File: src/hdl/casg_pkg.sv
`default_nettype none
// ----------------------------------------------------------------------------
// casg_pkg: shared types and constants of the arc step generator
// Datapath operation codes and the controller/datapath handshake structs.
// ----------------------------------------------------------------------------
package casg_pkg;

   localparam int COORD_BITS_DEF = 16;   // offset width after wrap
   localparam int PART_COUNT     = 5;    // quadrant parts of a full loop
   localparam int PART_IDX_BITS  = 3;
   localparam int IN_BITS        = 15;   // width of the point fields

   typedef enum logic [3:0] {
      OP_NONE,
      OP_LOAD,    // latch offsets and direction
      OP_PROD1,   // start x * end y
      OP_PROD2,   // compare against start y * end x, build the part plan
      OP_SQX,     // walk x squared
      OP_SQY,     // plus walk y squared, arm the root unit
      OP_C1,      // target x * walk y
      OP_C2,      // minus target y * walk x
      OP_SQRT,    // one root iteration
      OP_ROUND,   // round the root, seed the decision
      OP_SWAP,    // next part, swap the walk point
      OP_STEP,    // one move, result beat
      OP_FIN      // finished result beat
   } op_type;

   typedef struct packed {
      op_type op;
   } cmd_type;

   typedef struct packed {
      logic step_ok;    // cross product still on the start side
      logic at_last;    // current part is the last one
      logic root_done;  // root unit on its final iteration
   } status_type;

endpackage : casg_pkg
`default_nettype wire

File: src/hdl/circular_arc_step_generator.sv
`default_nettype none
// Start beat: setup of two products, the part setup and COORD_BITS+1 root
//   iterations; busy is high throughout.
// Step beat: decided in ST_CHECK, move registered into the result beat; busy
//   holds off the next beat until idle. A part change reruns the part setup
//   and the one-bit-a-cycle root unit. A step while idle answers finished in
//   the cycle after accept. Single-cycle rsp_strobe beats; no receiver stall.
// Synchronous reset: idle, step beats answer finished until a start beat.
// ----------------------------------------------------------------------------
// circular_arc_step_generator: arc interpolator for a stepper plotter
// A start beat plans up to five quadrant parts; each step beat returns one
// unit move from an Andres circle decision, or finished.
// ----------------------------------------------------------------------------
module circular_arc_step_generator #(
   parameter int COORD_BITS = casg_pkg::COORD_BITS_DEF
) (
   input  wire logic                                clock,
   input  wire logic                                reset,
   input  wire logic                                start,
   output logic                                     busy,
   input  wire logic                                req_type,
   input  wire logic signed [casg_pkg::IN_BITS-1:0] req_start_x,
   input  wire logic signed [casg_pkg::IN_BITS-1:0] req_start_y,
   input  wire logic signed [casg_pkg::IN_BITS-1:0] req_end_x,
   input  wire logic signed [casg_pkg::IN_BITS-1:0] req_end_y,
   input  wire logic signed [casg_pkg::IN_BITS-1:0] req_center_x,
   input  wire logic signed [casg_pkg::IN_BITS-1:0] req_center_y,
   input  wire logic                                req_clockwise,
   output logic                                     rsp_strobe,
   output logic signed [1:0]                        rsp_step_x,
   output logic signed [1:0]                        rsp_step_y,
   output logic                                     rsp_finished
);
   import casg_pkg::*;

   cmd_type    cmd;     // one datapath operation per cycle
   status_type status;  // decision inputs back to the sequencer

   // sequencer: setup order, root loop, move / part change / finish choice
   casg_ctrl u_ctrl (
      .clock    (clock),
      .reset    (reset),
      .start    (start),
      .req_type (req_type),
      .status   (status),
      .cmd      (cmd),
      .busy     (busy)
   );

   // datapath: offsets, part plan, multiplier, root, walk, result register
   casg_dp #(
      .COORD_BITS (COORD_BITS)
   ) u_dp (
      .clock         (clock),
      .reset         (reset),
      .cmd           (cmd),
      .req_start_x   (req_start_x),
      .req_start_y   (req_start_y),
      .req_end_x     (req_end_x),
      .req_end_y     (req_end_y),
      .req_center_x  (req_center_x),
      .req_center_y  (req_center_y),
      .req_clockwise (req_clockwise),
      .status        (status),
      .rsp_strobe    (rsp_strobe),
      .rsp_step_x    (rsp_step_x),
      .rsp_step_y    (rsp_step_y),
      .rsp_finished  (rsp_finished)
   );

endmodule : circular_arc_step_generator
`default_nettype wire

File: src/hdl/casg_ctrl.sv
`default_nettype none
// ----------------------------------------------------------------------------
// casg_ctrl: sequencer of the arc step generator
// Walks the start setup, the part setup and the root iterations, and
// decides per step request between move, part change and finish.
// ----------------------------------------------------------------------------
module casg_ctrl (
   input  wire logic                clock,
   input  wire logic                reset,
   input  wire logic                start,
   input  wire logic                req_type,
   input  wire casg_pkg::status_type status,
   output casg_pkg::cmd_type        cmd,
   output logic                     busy
);
   import casg_pkg::*;

   localparam logic [3:0] ST_IDLE  = 4'd0;
   localparam logic [3:0] ST_PROD1 = 4'd1;
   localparam logic [3:0] ST_PROD2 = 4'd2;
   localparam logic [3:0] ST_SQX   = 4'd3;
   localparam logic [3:0] ST_SQY   = 4'd4;
   localparam logic [3:0] ST_C1    = 4'd5;
   localparam logic [3:0] ST_C2    = 4'd6;
   localparam logic [3:0] ST_SQRT  = 4'd7;
   localparam logic [3:0] ST_ROUND = 4'd8;
   localparam logic [3:0] ST_CHECK = 4'd9;

   logic [3:0] state_ff, state_in;
   logic       run_ff, run_in;
   logic       in_step_ff, in_step_in;

   assign busy = (state_ff != ST_IDLE);

   always_comb begin
      state_in   = state_ff;
      run_in     = run_ff;
      in_step_in = in_step_ff;
      cmd.op     = OP_NONE;
      unique case (state_ff)
         ST_IDLE: begin
            if (start) begin
               if (req_type == 1'b0) begin
                  cmd.op   = OP_LOAD;
                  state_in = ST_PROD1;
               end else if (run_ff) begin
                  in_step_in = 1'b1;
                  state_in   = ST_CHECK;
               end else begin
                  cmd.op = OP_FIN;
               end
            end
         end
         ST_PROD1: begin
            cmd.op   = OP_PROD1;
            state_in = ST_PROD2;
         end
         ST_PROD2: begin
            cmd.op     = OP_PROD2;
            run_in     = 1'b1;
            in_step_in = 1'b0;
            state_in   = ST_SQX;
         end
         ST_SQX: begin
            cmd.op   = OP_SQX;
            state_in = ST_SQY;
         end
         ST_SQY: begin
            cmd.op   = OP_SQY;
            state_in = ST_C1;
         end
         ST_C1: begin
            cmd.op   = OP_C1;
            state_in = ST_C2;
         end
         ST_C2: begin
            cmd.op   = OP_C2;
            state_in = ST_SQRT;
         end
         ST_SQRT: begin
            cmd.op = OP_SQRT;
            if (status.root_done) begin
               state_in = ST_ROUND;
            end
         end
         ST_ROUND: begin
            cmd.op   = OP_ROUND;
            state_in = in_step_ff ? ST_CHECK : ST_IDLE;
         end
         ST_CHECK: begin
            priority if (status.step_ok) begin
               cmd.op   = OP_STEP;
               state_in = ST_IDLE;
            end else if (status.at_last) begin
               cmd.op   = OP_FIN;
               run_in   = 1'b0;
               state_in = ST_IDLE;
            end else begin
               cmd.op   = OP_SWAP;
               state_in = ST_SQX;
            end
         end
         default: begin
            state_in = ST_IDLE;
         end
      endcase
   end

   always_ff @(posedge clock) begin
      if (reset) begin
         state_ff   <= ST_IDLE;
         run_ff     <= 1'b0;
         in_step_ff <= 1'b0;
      end else begin
         state_ff   <= state_in;
         run_ff     <= run_in;
         in_step_ff <= in_step_in;
      end
   end

endmodule : casg_ctrl
`default_nettype wire

File: src/hdl/casg_dp.sv
`default_nettype none
// ----------------------------------------------------------------------------
// casg_dp: datapath of the arc step generator
// Offsets, part plan, shared multiplier, bit-serial root, decision walk
// and the registered result beat.
// ----------------------------------------------------------------------------
module casg_dp #(
   parameter int COORD_BITS = casg_pkg::COORD_BITS_DEF
) (
   input  wire logic                                clock,
   input  wire logic                                reset,
   input  wire casg_pkg::cmd_type                   cmd,
   input  wire logic signed [casg_pkg::IN_BITS-1:0] req_start_x,
   input  wire logic signed [casg_pkg::IN_BITS-1:0] req_start_y,
   input  wire logic signed [casg_pkg::IN_BITS-1:0] req_end_x,
   input  wire logic signed [casg_pkg::IN_BITS-1:0] req_end_y,
   input  wire logic signed [casg_pkg::IN_BITS-1:0] req_center_x,
   input  wire logic signed [casg_pkg::IN_BITS-1:0] req_center_y,
   input  wire logic                                req_clockwise,
   output casg_pkg::status_type                     status,
   output logic                                     rsp_strobe,
   output logic signed [1:0]                        rsp_step_x,
   output logic signed [1:0]                        rsp_step_y,
   output logic                                     rsp_finished
);
   import casg_pkg::*;

   localparam int CB = COORD_BITS;
   localparam int N  = CB + 1;       // normalized coordinate
   localparam int W  = CB + 2;       // walk coordinate, multiplier operand
   localparam int R  = CB + 1;       // radius
   localparam int D  = CB + 6;       // decision
   localparam int P  = 2 * W;        // product, cross value
   localparam int Q  = 2 * CB + 2;   // sum of squares
   localparam int KB = $clog2(CB + 1);

   function automatic logic signed [CB-1:0] wrap_off(input logic signed [IN_BITS-1:0] a,
                                                     input logic signed [IN_BITS-1:0] b);
      logic signed [IN_BITS:0]         d;
      logic signed [CB+IN_BITS:0]      e;
      d = {a[IN_BITS-1], a} - {b[IN_BITS-1], b};
      e = {{CB{d[IN_BITS]}}, d};
      return e[CB-1:0];
   endfunction

   function automatic logic [1:0] part_quad(input logic [1:0] qi, input logic cw,
                                            input logic [PART_IDX_BITS-1:0] idx);
      return cw ? (qi + idx[1:0]) : (qi - idx[1:0]);
   endfunction

   // normalized pair packed as {nx, ny}
   function automatic logic [2*N-1:0] to_norm(input logic [1:0] q, input logic sw,
                                              input logic signed [CB-1:0] x,
                                              input logic signed [CB-1:0] y);
      logic signed [N-1:0] xe, ye, xs, ys;
      xe = {x[CB-1], x};
      ye = {y[CB-1], y};
      xs = (q[1] == 1'b0) ? xe : -xe;
      ys = (q == 2'd0 || q == 2'd3) ? ye : -ye;
      return sw ? {ys, xs} : {xs, ys};
   endfunction

   logic signed [CB-1:0] sx_ff, sy_ff, ex_ff, ey_ff;
   logic                 cw_ff;
   logic [1:0]           qi_ff;
   logic [PART_IDX_BITS-1:0] last_ff, cur_ff;
   logic signed [N-1:0]  lex_ff, ley_ff;
   logic signed [W-1:0]  wx_ff, wy_ff;
   logic [R-1:0]         radius_ff;
   logic signed [D-1:0]  dec_ff;
   logic signed [P-1:0]  cross_ff, acc_ff;
   logic                 isign_ff;
   logic [Q-1:0]         rem_ff, res_ff;
   logic [KB-1:0]        k_ff;
   logic                 strobe_ff;
   logic signed [1:0]    ox_ff, oy_ff;
   logic                 fin_ff;

   // quadrants of the offsets
   logic [1:0] qs, qe;
   logic signed [CB-1:0] osx, osy, oex, oey;
   assign osx = wrap_off(req_start_x, req_center_x);
   assign osy = wrap_off(req_start_y, req_center_y);
   assign oex = wrap_off(req_end_x, req_center_x);
   assign oey = wrap_off(req_end_y, req_center_y);

   always_comb begin
      qs = sx_ff[CB-1] ? (sy_ff[CB-1] ? 2'd2 : 2'd3) : (sy_ff[CB-1] ? 2'd1 : 2'd0);
      qe = ex_ff[CB-1] ? (ey_ff[CB-1] ? 2'd2 : 2'd3) : (ey_ff[CB-1] ? 2'd1 : 2'd0);
   end

   // target ray of the current part
   logic signed [N-1:0] tx, ty;
   always_comb begin
      if (cur_ff == last_ff) begin
         tx = lex_ff;
         ty = ley_ff;
      end else begin
         tx = N'(1);
         ty = '0;
      end
   end

   // shared multiplier
   logic signed [W-1:0] ma, mb;
   logic signed [P-1:0] prod;
   always_comb begin
      ma = '0;
      mb = '0;
      unique case (cmd.op)
         OP_PROD1: begin
            ma = {{2{sx_ff[CB-1]}}, sx_ff};
            mb = {{2{ey_ff[CB-1]}}, ey_ff};
         end
         OP_PROD2: begin
            ma = {{2{sy_ff[CB-1]}}, sy_ff};
            mb = {{2{ex_ff[CB-1]}}, ex_ff};
         end
         OP_SQX: begin
            ma = wx_ff;
            mb = wx_ff;
         end
         OP_SQY: begin
            ma = wy_ff;
            mb = wy_ff;
         end
         OP_C1: begin
            ma = {tx[N-1], tx};
            mb = wy_ff;
         end
         OP_C2: begin
            ma = {ty[N-1], ty};
            mb = wx_ff;
         end
         default: begin
            ma = '0;
            mb = '0;
         end
      endcase
   end
   assign prod = ma * mb;

   // part plan
   logic                     fwd;
   logic [PART_IDX_BITS-1:0] last_new;
   logic [1:0]               q_last, q_cur;
   logic [2*N-1:0]           n_first, n_last;
   always_comb begin
      fwd = (acc_ff > prod);
      if (qs == qe) begin
         last_new = (fwd == cw_ff) ? PART_IDX_BITS'(PART_COUNT - 1) : '0;
      end else begin
         last_new = {1'b0, (cw_ff ? (qe - qs) : (qs - qe))};
      end
      q_last  = part_quad(qs, cw_ff, last_new);
      n_first = to_norm(qs, qs[0] ^ ~cw_ff, sx_ff, sy_ff);
      n_last  = to_norm(q_last, q_last[0] ^ ~cw_ff, ex_ff, ey_ff);
      q_cur   = part_quad(qi_ff, cw_ff, cur_ff);
   end

   // root iteration
   logic [Q-1:0] bitv, trial, rnd;
   always_comb begin
      bitv  = Q'(1) << {k_ff, 1'b0};
      trial = res_ff + bitv;
      rnd   = (rem_ff > res_ff) ? (res_ff + Q'(1)) : res_ff;
   end

   // decision walk
   logic signed [D-1:0] wxd, wyd, two_wx, two_ry, dec_in;
   logic signed [P-1:0] txp, typ, cross_in;
   logic                mvx, mvy;
   logic signed [W-1:0] wx_in, wy_in;
   logic signed [1:0]   sdx, sdy, ox, oy;
   always_comb begin
      wxd    = {{(D-W){wx_ff[W-1]}}, wx_ff};
      wyd    = {{(D-W){wy_ff[W-1]}}, wy_ff};
      txp    = {{(P-N){tx[N-1]}}, tx};
      typ    = {{(P-N){ty[N-1]}}, ty};
      two_wx = wxd <<< 1;
      two_ry = ({{(D-R){1'b0}}, radius_ff} - wyd) <<< 1;
      priority if (dec_ff >= two_wx) begin
         dec_in   = dec_ff - two_wx - D'(1);
         wx_in    = wx_ff + W'(1);
         wy_in    = wy_ff;
         cross_in = cross_ff - typ;
         mvx      = 1'b1;
         mvy      = 1'b0;
      end else if (dec_ff < two_ry) begin
         dec_in   = dec_ff + (wyd <<< 1) - D'(1);
         wx_in    = wx_ff;
         wy_in    = wy_ff - W'(1);
         cross_in = cross_ff - txp;
         mvx      = 1'b0;
         mvy      = 1'b1;
      end else begin
         dec_in   = dec_ff + ((wyd - wxd - D'(1)) <<< 1);
         wx_in    = wx_ff + W'(1);
         wy_in    = wy_ff - W'(1);
         cross_in = cross_ff - txp - typ;
         mvx      = 1'b1;
         mvy      = 1'b1;
      end
      sdx = (q_cur[1] == 1'b0) ? 2'sd1 : -2'sd1;
      sdy = (q_cur == 2'd0 || q_cur == 2'd3) ? 2'sd1 : -2'sd1;
      if (q_cur[0] ^ ~cw_ff) begin
         ox = mvy ? -sdx : 2'sd0;
         oy = mvx ? sdy : 2'sd0;
      end else begin
         ox = mvx ? sdx : 2'sd0;
         oy = mvy ? -sdy : 2'sd0;
      end
   end

   always_comb begin
      status.step_ok   = (cross_ff != '0) && (isign_ff == (cross_ff > 0));
      status.at_last   = (cur_ff >= last_ff);
      status.root_done = (k_ff == '0);
   end

   always_ff @(posedge clock) begin
      if (reset) begin
         strobe_ff <= 1'b0;
      end else begin
         strobe_ff <= (cmd.op == OP_STEP) || (cmd.op == OP_FIN);
      end
   end

   always_ff @(posedge clock) begin
      unique case (cmd.op)
         OP_LOAD: begin
            sx_ff <= osx;
            sy_ff <= osy;
            ex_ff <= oex;
            ey_ff <= oey;
            cw_ff <= req_clockwise;
         end
         OP_PROD1: begin
            acc_ff <= prod;
         end
         OP_PROD2: begin
            qi_ff   <= qs;
            last_ff <= last_new;
            cur_ff  <= '0;
            wx_ff   <= {n_first[2*N-1], n_first[2*N-1:N]};
            wy_ff   <= {n_first[N-1], n_first[N-1:0]};
            lex_ff  <= n_last[2*N-1:N];
            ley_ff  <= n_last[N-1:0];
         end
         OP_SQX: begin
            acc_ff <= prod;
         end
         OP_SQY: begin
            rem_ff <= acc_ff[Q-1:0] + prod[Q-1:0];
            res_ff <= '0;
            k_ff   <= KB'(CB);
         end
         OP_C1: begin
            acc_ff <= prod;
         end
         OP_C2: begin
            cross_ff <= acc_ff - prod;
            isign_ff <= (acc_ff - prod) > 0;
         end
         OP_SQRT: begin
            if (rem_ff >= trial) begin
               rem_ff <= rem_ff - trial;
               res_ff <= (res_ff >> 1) + bitv;
            end else begin
               res_ff <= res_ff >> 1;
            end
            k_ff <= k_ff - KB'(1);
         end
         OP_ROUND: begin
            radius_ff <= rnd[R-1:0];
            dec_ff    <= {{(D-R){1'b0}}, rnd[R-1:0]} - D'(1);
         end
         OP_SWAP: begin
            cur_ff <= cur_ff + PART_IDX_BITS'(1);
            wx_ff  <= wy_ff;
            wy_ff  <= wx_ff;
         end
         OP_STEP: begin
            dec_ff   <= dec_in;
            wx_ff    <= wx_in;
            wy_ff    <= wy_in;
            cross_ff <= cross_in;
            ox_ff    <= ox;
            oy_ff    <= oy;
            fin_ff   <= 1'b0;
         end
         OP_FIN: begin
            ox_ff  <= 2'sd0;
            oy_ff  <= 2'sd0;
            fin_ff <= 1'b1;
         end
         default: begin
         end
      endcase
   end

   assign rsp_strobe   = strobe_ff;
   assign rsp_step_x   = ox_ff;
   assign rsp_step_y   = oy_ff;
   assign rsp_finished = fin_ff;

endmodule : casg_dp
`default_nettype wire

File: config.mk
export PLATFORM = sky130hd
export DESIGN_NAME = circular_arc_step_generator
export DESIGN_NICKNAME = d
export VERILOG_FILES = /design/src/hdl/casg_pkg.sv /design/src/hdl/circular_arc_step_generator.sv /design/src/hdl/casg_ctrl.sv /design/src/hdl/casg_dp.sv
export SDC_FILE = /design/constraint.sdc
export NUM_CORES = 2
export LEC_CHECK = 0
export ABC_AREA = 1
export BUFFER_PORTS_ARGS = -buffer_cell sky130_fd_sc_hd__buf_4
export CAP_MARGIN = 20
export CORE_UTILIZATION = 25
export DETAILED_ROUTE_END_ITERATION = 10
export PLACE_DENSITY_LB_ADDON = 0.1
export SETUP_SLACK_MARGIN = 0.4
export SLEW_MARGIN = 20
export SYNTH_ARGS = -nofsm -noshare
export SYNTH_HDL_FRONTEND = slang
export SYNTH_SLANG_ARGS = --single-unit
File: constraint.sdc
create_clock -name clock -period 30.4 [get_ports clock]
set_input_delay 4.56 -clock clock [delete_from_list [all_inputs] [get_ports clock]]
set_output_delay 4.56 -clock clock [all_outputs]
set_load 0.005 [all_outputs]
Yosys cells after proc, flatten, opt, wreduce, memory -nomap -nowiden
Index checks and enable logic that the tools add are counted.
{"block": "classes", "n_addsub": 38, "n_mul": 1, "magnitude_cmp": 8, "eq_ne": 38, "n_shift": 1, "muxes": 73, "n_bitwise": 4, "reduce_logical": 29}
{"op": "$mux W34", "count": 4}
{"op": "$pmux W34 S2", "count": 2}
{"op": "$mux W17", "count": 7}
{"op": "$pmux W18 S3", "count": 2}
{"op": "$pmux W18 S6", "count": 1}
{"op": "$sub A36 B17 Y36", "count": 3}
{"op": "$pmux W4 S10", "count": 2}
{"op": "$gt A36 B1 Y1 const B", "count": 2}
{"op": "$mux W36", "count": 2}
{"op": "$pmux W18 S4", "count": 1}
{"op": "$pmux W36 S2", "count": 1}
{"op": "$add A34 B34 Y34", "count": 2}
{"op": "$neg A16 Y17", "count": 4}
{"op": "$sub A15 B15 Y16", "count": 4}
{"op": "$mux W18", "count": 3}
{"op": "$mux W22", "count": 2}
{"op": "$pmux W22 S2", "count": 1}
{"op": "$sub A22 B2 Y22 const B", "count": 2}
{"op": "$mux W4", "count": 10}
{"op": "$sub A18 B18 Y19", "count": 2}
{"op": "$gt A36 B36 Y1", "count": 1}
{"op": "$mul A18 B18 Y36", "count": 1}
{"op": "$reduce_bool A36 Y1", "count": 1}
{"op": "$sub A36 B36 Y36", "count": 1}
{"op": "other kinds (54)", "count": 131}
{"block": "word_totals", "ff_bits": 340, "inputBits": 95, "out_inout_bits": 7, "wordCells": 220}

Logic depth before layout (Yosys ltp)
{"block": "logic_depth", "ltp_word": 19, "depth_mapped": 58, "depth_no_buf": 55}

By module
A second synthesis with hierarchy kept.
{"block": "unflattened", "cells_unflattened": 7769, "area_unflattened_um2": 55253.0}
{"mod": "casg_dp", "n_inst": 1, "cells_per_inst": 7699, "area_each_um2": 54828.8, "seq_area_each_um2": 10019.6}
{"mod": "casg_ctrl", "n_inst": 1, "cells_per_inst": 70, "area_each_um2": 424.2, "seq_area_each_um2": 120.1}

Worst setup path before layout
OpenSTA, ideal clock, no wires.
{"block": "synth_path", "path_kind": "input-to-reg", "start": "input port start", "end": "register u_dp.isign_ff (data pin)", "setup_time_ns": 0.261, "arrival_ns": 13.393, "required_time_ns": 30.139, "setup_slack_ns": 16.747, "cell_stages": 43, "n_path_buf": 3, "cell_sequence": "nor2_1 inv_1 o2111ai_1 nor2_2 inv_2 buf_4 o22ai_1 nor3_2 inv_1 buf_2 nand2_1 fa_1 inv_1 fa_1 ha_1 inv_1 fa_1 inv_1 [7 not listed] o21ai_1 a21boi_1 xnor2_1 ha_1 clkbuf_1 inv_1 a21oi_1 a21boi_0 o21ai_0 a21oi_1 nand2_1 nand2_1 nand2_1 xor2_1 nor2_1 nand2_1 nor2_1 nor2_1"}
{"block": "synth_via", "elab_chain_cells": 8, "elab_cells_between_ends": 15, "classes_between": "add/sub: 1; mul: 1; order compare: 1; eq/ne: 6; mux: 4; reduce/logical: 2"}
{"element": "start: declaration", "line_no": "circular_arc_step_generator.sv:19", "rtl": "input wire logic start,"}
{"element": "$mux W4 (*)", "line_no": "casg_ctrl.sv:42", "rtl": "if (start) begin"}
{"element": "$pmux W4 S10 (*)", "line_no": "casg_ctrl.sv:40", "rtl": "unique case (state_ff)"}
{"element": "$eq A4 B3 Y1", "line_no": "casg_dp.sv:110", "rtl": "unique case (cmd.op)"}
{"element": "$reduce_or A2 Y1 (no line)"}
{"element": "$pmux W18 S4", "line_no": "casg_dp.sv:110"}
{"element": "$mul A18 B18 Y36 (*)", "line_no": "casg_dp.sv:141", "rtl": "assign prod = ma * mb;"}
{"element": "net u_dp.prod[30]", "line_no": "casg_dp.sv:106", "rtl": "logic signed [P-1:0] prod;"}
{"element": "$sub A36 B36 Y36 (*)", "line_no": "casg_dp.sv:263", "rtl": "isign_ff <= (acc_ff - prod) > 0;"}
{"element": "$gt A36 B1 Y1 (*)", "line_no": "casg_dp.sv:263"}
{"element": "end signal: assignment", "line_no": "casg_dp.sv:263"}
{"element": "end: declaration", "line_no": "casg_dp.sv:72", "rtl": "logic isign_ff;"}
Mark *: on every way through the listed nets, which the timed path passes. The rest lies on a longest branch.
A chain may end at the register's enable or synchronous reset.

Worst setup path after layout
{"block": "layout_path", "start": "input port start", "end": "register u_dp.cross_ff[34] (data pin)"}
{"block": "layout_via", "elab_chain_cells": 8, "elab_cells_between_ends": 16, "classes_between": "add/sub: 1; mul: 1; eq/ne: 7; mux: 5; reduce/logical: 2"}
{"element": "$mux W4 (*)", "line_no": "casg_ctrl.sv:42"}
{"element": "$pmux W4 S10 (*)", "line_no": "casg_ctrl.sv:40"}
{"element": "$eq A4 B3 Y1", "line_no": "casg_dp.sv:110"}
{"element": "$reduce_or A2 Y1 (no line)"}
{"element": "$pmux W18 S4", "line_no": "casg_dp.sv:110"}
{"element": "$mul A18 B18 Y36 (*)", "line_no": "casg_dp.sv:141"}
{"element": "net u_dp.prod[31]", "line_no": "casg_dp.sv:106"}
{"element": "$sub A36 B36 Y36 (*)", "line_no": "casg_dp.sv:262", "rtl": "cross_ff <= acc_ff - prod;"}
{"element": "$pmux W36 S2 (*)", "line_no": "casg_dp.sv:230", "rtl": "unique case (cmd.op)"}
{"element": "end signal: assignment", "line_no": "casg_dp.sv:262"}
{"element": "end signal: assignment", "line_no": "casg_dp.sv:287", "rtl": "cross_ff <= cross_in;"}
{"element": "end: declaration", "line_no": "casg_dp.sv:71", "rtl": "logic signed [P-1:0] cross_ff, acc_ff;"}
Marked as above.

==> impl_metrics.csv <==
group,metric,value,unit
critical_path,worstPathRequired,30.83,ns
critical_path,crit_slowest_cell,"inv_2",
final_layout,layout.nets,8628,
sta,max-slew-margin-rel,25.2,%
sta,rsz0062_at_grt,"false",
routing,drt_wl_total,242000,um
die,rows,170,
die,core_area,215000,um2
synth,synth_fp_nets,8554,
sta,setup_viol,0,
die,die_w,468,um
global_route,grt_pass1_vias,51700,
critical_path,worst_ep_arrival_time,15.12,ns
final_layout,final_cell_area,60200,um2
synth,ys_types,72,
critical_path,cp_max_fo,31,
final_layout,drive_above_1_share,4.69,%
sta,skew,0.0674,ns
global_route,grt_max_degree,66,
final_layout,finish.utilization,28.0,%
cts,post_cts_buffers,0,
sta,fin_crit,14.69,ns
synth,async_reset_ff_share,0,%
synth,syn_inst,7526,
critical_path,cp-end-kind,"register",
cts,cts_buffer_depth,3,
synth,ys_seq_area_share,18.6,%
routing,firstDrtPassIters,5,
die,die_h,468,um
global_route,overflow,0,
global_route,antenna_found_initial,8,
cts,h-tree-depth,2,
routing,drtIter0Drc,3442,
placement,io_buffers,101,
global_route,grt_pass1_wl,352000,um
cts,cts.sinks,340,
critical_path,cpPeakStageDelay,0.62,ns
die,top_level_ports,102,
routing,routed_via_density,4.83,
sta,drv_slew,0,
outcome,status,"finished, final reports clean",
synth,synth_seq_cells,340,
synth,synth_area,54400,um2
critical_path,start_kind,"primary input",
routing,drtAntennaViolNets,0,
worst_hold_path,hp-class,"reg2reg",
power_and_ir_drop,leakage,27.8,nW
synth,synth-edff-count,333,
synth,postSynthAreaPerCell,7.23,um2
routing,wl_per_cell,23.1,um
sta,tightest_slew,1.12,ns
critical_path,cp_common_cell,"inv_1",
final_layout,syn_to_final_growth,10.7,%
critical_path,crit_type,"in2reg",
die,start_util,25.2,%
cts,clk_pin_slew,0.06,ns
power_and_ir_drop,power_density,91.2,nW/um2
cts,ctsResizeCount,0,
cts,cts_tree,"built",
placement,gp_congestion,0.964,
sta,hold_violations,0,
routing,drcViolationCount,0,
placement,place_area,58600,um2
cts,cts_hold_buf,0,
sta,fin_setup_tns,0,ns
synth,synth_ff_type,"edfxtp_1",
job,drv_cap,0,
cts,numCtsBuffers,52,
die,die-area,219000,um2
routing,vias,50600,
cts,clk_latency,0.72,ns
synth,yosysWarnings,0,
cts,cts-root-buf,"clkbuf_16",
sta,finalCritPeriodShare,48.3,%
sta,fmax,68.1,MHz
global_route,track_usage,21.8,%
placement,place_hpwl,204000,um
power_and_ir_drop,irDropWorstVdd,0.000102,V
[metrics by stage]
stage                     worst slack, ns  hold WS (ns)  total power, mW  cells
final                               15.71         0.503             5.50  10500
after global routing                15.08         0.533             5.93  10500
after CTS                           15.67         0.503             5.54  10500
after detailed placement            14.92         0.491             4.90  10400
after global placement              14.77         0.496             4.93  10400
after floorplan                     16.75         0.421             3.28   7526
[power by group]
part / internal (mW) / switching (mW) / leakage [nW]
clock: 0.339 / 0.275 / 0.782
combinational: 1.19 / 2.91 / 23.9
sequential: 0.717 / 0.0720 / 3.09
total: 2.24 / 3.25 / 27.8
[metal layers]
metal  vias to the layer above  wire length (um)  GRT usage (%)
met4                         2              8750           7.12
met5                         -                13              0
li1                      24800                 -              -
met1                     24600            110000           28.4
met2                      1027            116000           37.8
met3                       262              8230           2.05
[placed cells by master (no fill, tap or decap), types with 8 or more instances in the layout]
cell | synthesis | routed
nand2_1 | 1549 | 1546
a211oi_1 | 16 | 16
edfxtp_1 | 333 | 333
nand3b_1 | 18 | 18
nand2_2 | 15 | 18
buf_4 | 7 | 164
clkbuf_1 | 62 | 8
or2_2 | 22 | 22
nor2_1 | 753 | 751
a31oi_1 | 56 | 56
o221ai_1 | 39 | 39
nand4_1 | 73 | 73
a21o_1 | 41 | 41
o2111ai_1 | 9 | 9
a221oi_1 | 11 | 11
nor4_1 | 43 | 41
o31ai_1 | 12 | 12
a22oi_1 | 11 | 11
ha_1 | 589 | 589
xor2_1 | 342 | 341
fa_1 | 344 | 344
o21a_1 | 22 | 22
o21bai_1 | 35 | 35
nor3_1 | 103 | 99
nand3_1 | 252 | 251
a21boi_0 | 17 | 17
o22ai_1 | 68 | 68
o211ai_1 | 48 | 48
o21ai_1 | 27 | 29
nor3_2 | 16 | 17
xnor2_1 | 127 | 127
a21oi_1 | 539 | 539
inv_2 | 20 | 22
clkinv_2 | 1 | 9
clkbuf_16 | 0 | 52
o21ai_0 | 412 | 410
inv_1 | 1333 | 1331
clkinv_1 | 8 | 23
[cells in the mapped netlist (41+ instances only)]
| master | count | share of area (%) |
|---|---|---|
| nand2_1 | 1549 | 11 |
| inv_1 | 1333 | 9.2 |
| nor2_1 | 753 | 5.2 |
| ha_1 | 589 | 14 |
| a21oi_1 | 539 | 5.0 |
| o21ai_0 | 412 | 3.8 |
| fa_1 | 344 | 13 |
| xor2_1 | 342 | 5.5 |
| edfxtp_1 | 333 | 18 |
| nand3_1 | 252 | 2.3 |
| xnor2_1 | 127 | 2.0 |
| nor3_1 | 103 | 0.95 |
| nand4_1 | 73 | 0.84 |
| o22ai_1 | 68 | 0.78 |
| buf_2 | 62 | 0.57 |
| clkbuf_1 | 62 | 0.43 |
| a31oi_1 | 56 | 0.64 |
| o211ai_1 | 48 | 0.66 |
| nor4_1 | 43 | 0.49 |
| a21o_1 | 41 | 0.57 |
[worst paths after layout]
path	start	endpoint	slack, ns	cells past startpoint
max reg2reg	u_ctrl.state_ff[2]	u_dp.cross_ff[34]	18.47	41
min reg2reg	u_ctrl.in_step_ff	u_ctrl.in_step_ff	0.50	2
min	u_ctrl.in_step_ff	u_ctrl.in_step_ff	0.50	2
max	start	u_dp.cross_ff[34]	15.71	41
[cell type report]
type,instances,area [um2]
clock buffers,60,1330
repair buffers,165,1250
inverters,1362,5110
fillers,23800,155000
flip-flops and latches,340,10100
clock inverters,35,293
diodes,2,5.00
multi-input cells,5679,38600
well taps,2838,3550
[registers in the layout (all words and copies together), names as in the netlist, 2 cells and up]
name	cells
u_dp.res_ff	34
u_dp.dec_ff	22
u_dp.ey_ff	16
u_dp.k_ff	5
u_dp.ley_ff	17
u_dp.cur_ff	3
u_dp.sy_ff	16
u_dp.cross_ff	36
u_dp.rsp_step_y	2
u_dp.radius_ff	17
u_dp.acc_ff	36
u_dp.sx_ff	16
u_dp.rsp_step_x	2
u_dp.rem_ff	34
u_dp.last_ff	3
u_ctrl.state_ff	4
u_dp.wy_ff	18
u_dp.qi_ff	2
u_dp.lex_ff	17
u_dp.ex_ff	16
u_dp.wx_ff	18
[kinds of logic after synthesis]
kind of cell	synth area share [%]
muxes	0.0414
buffers and inverters	10.6
and+or+nand+nor	22.1
DFF	18.6
AOI/OAI and AO/OA	14.8
xor gates and xnor gates	7.55
adders and majority gates	26.2
[worst max-delay path, delay by kind of cell]
kind / cells / cell delay [ns]
AOI/OAI and AO/OA: 13 / 2.48
xor gates and xnor gates: 2 / 0.33
adders and majority gates: 8 / 3.71
and+or+nand+nor: 10 / 2.27
buffers and inverters: 8 / 1.69
(Power assumes the default switching activity.)
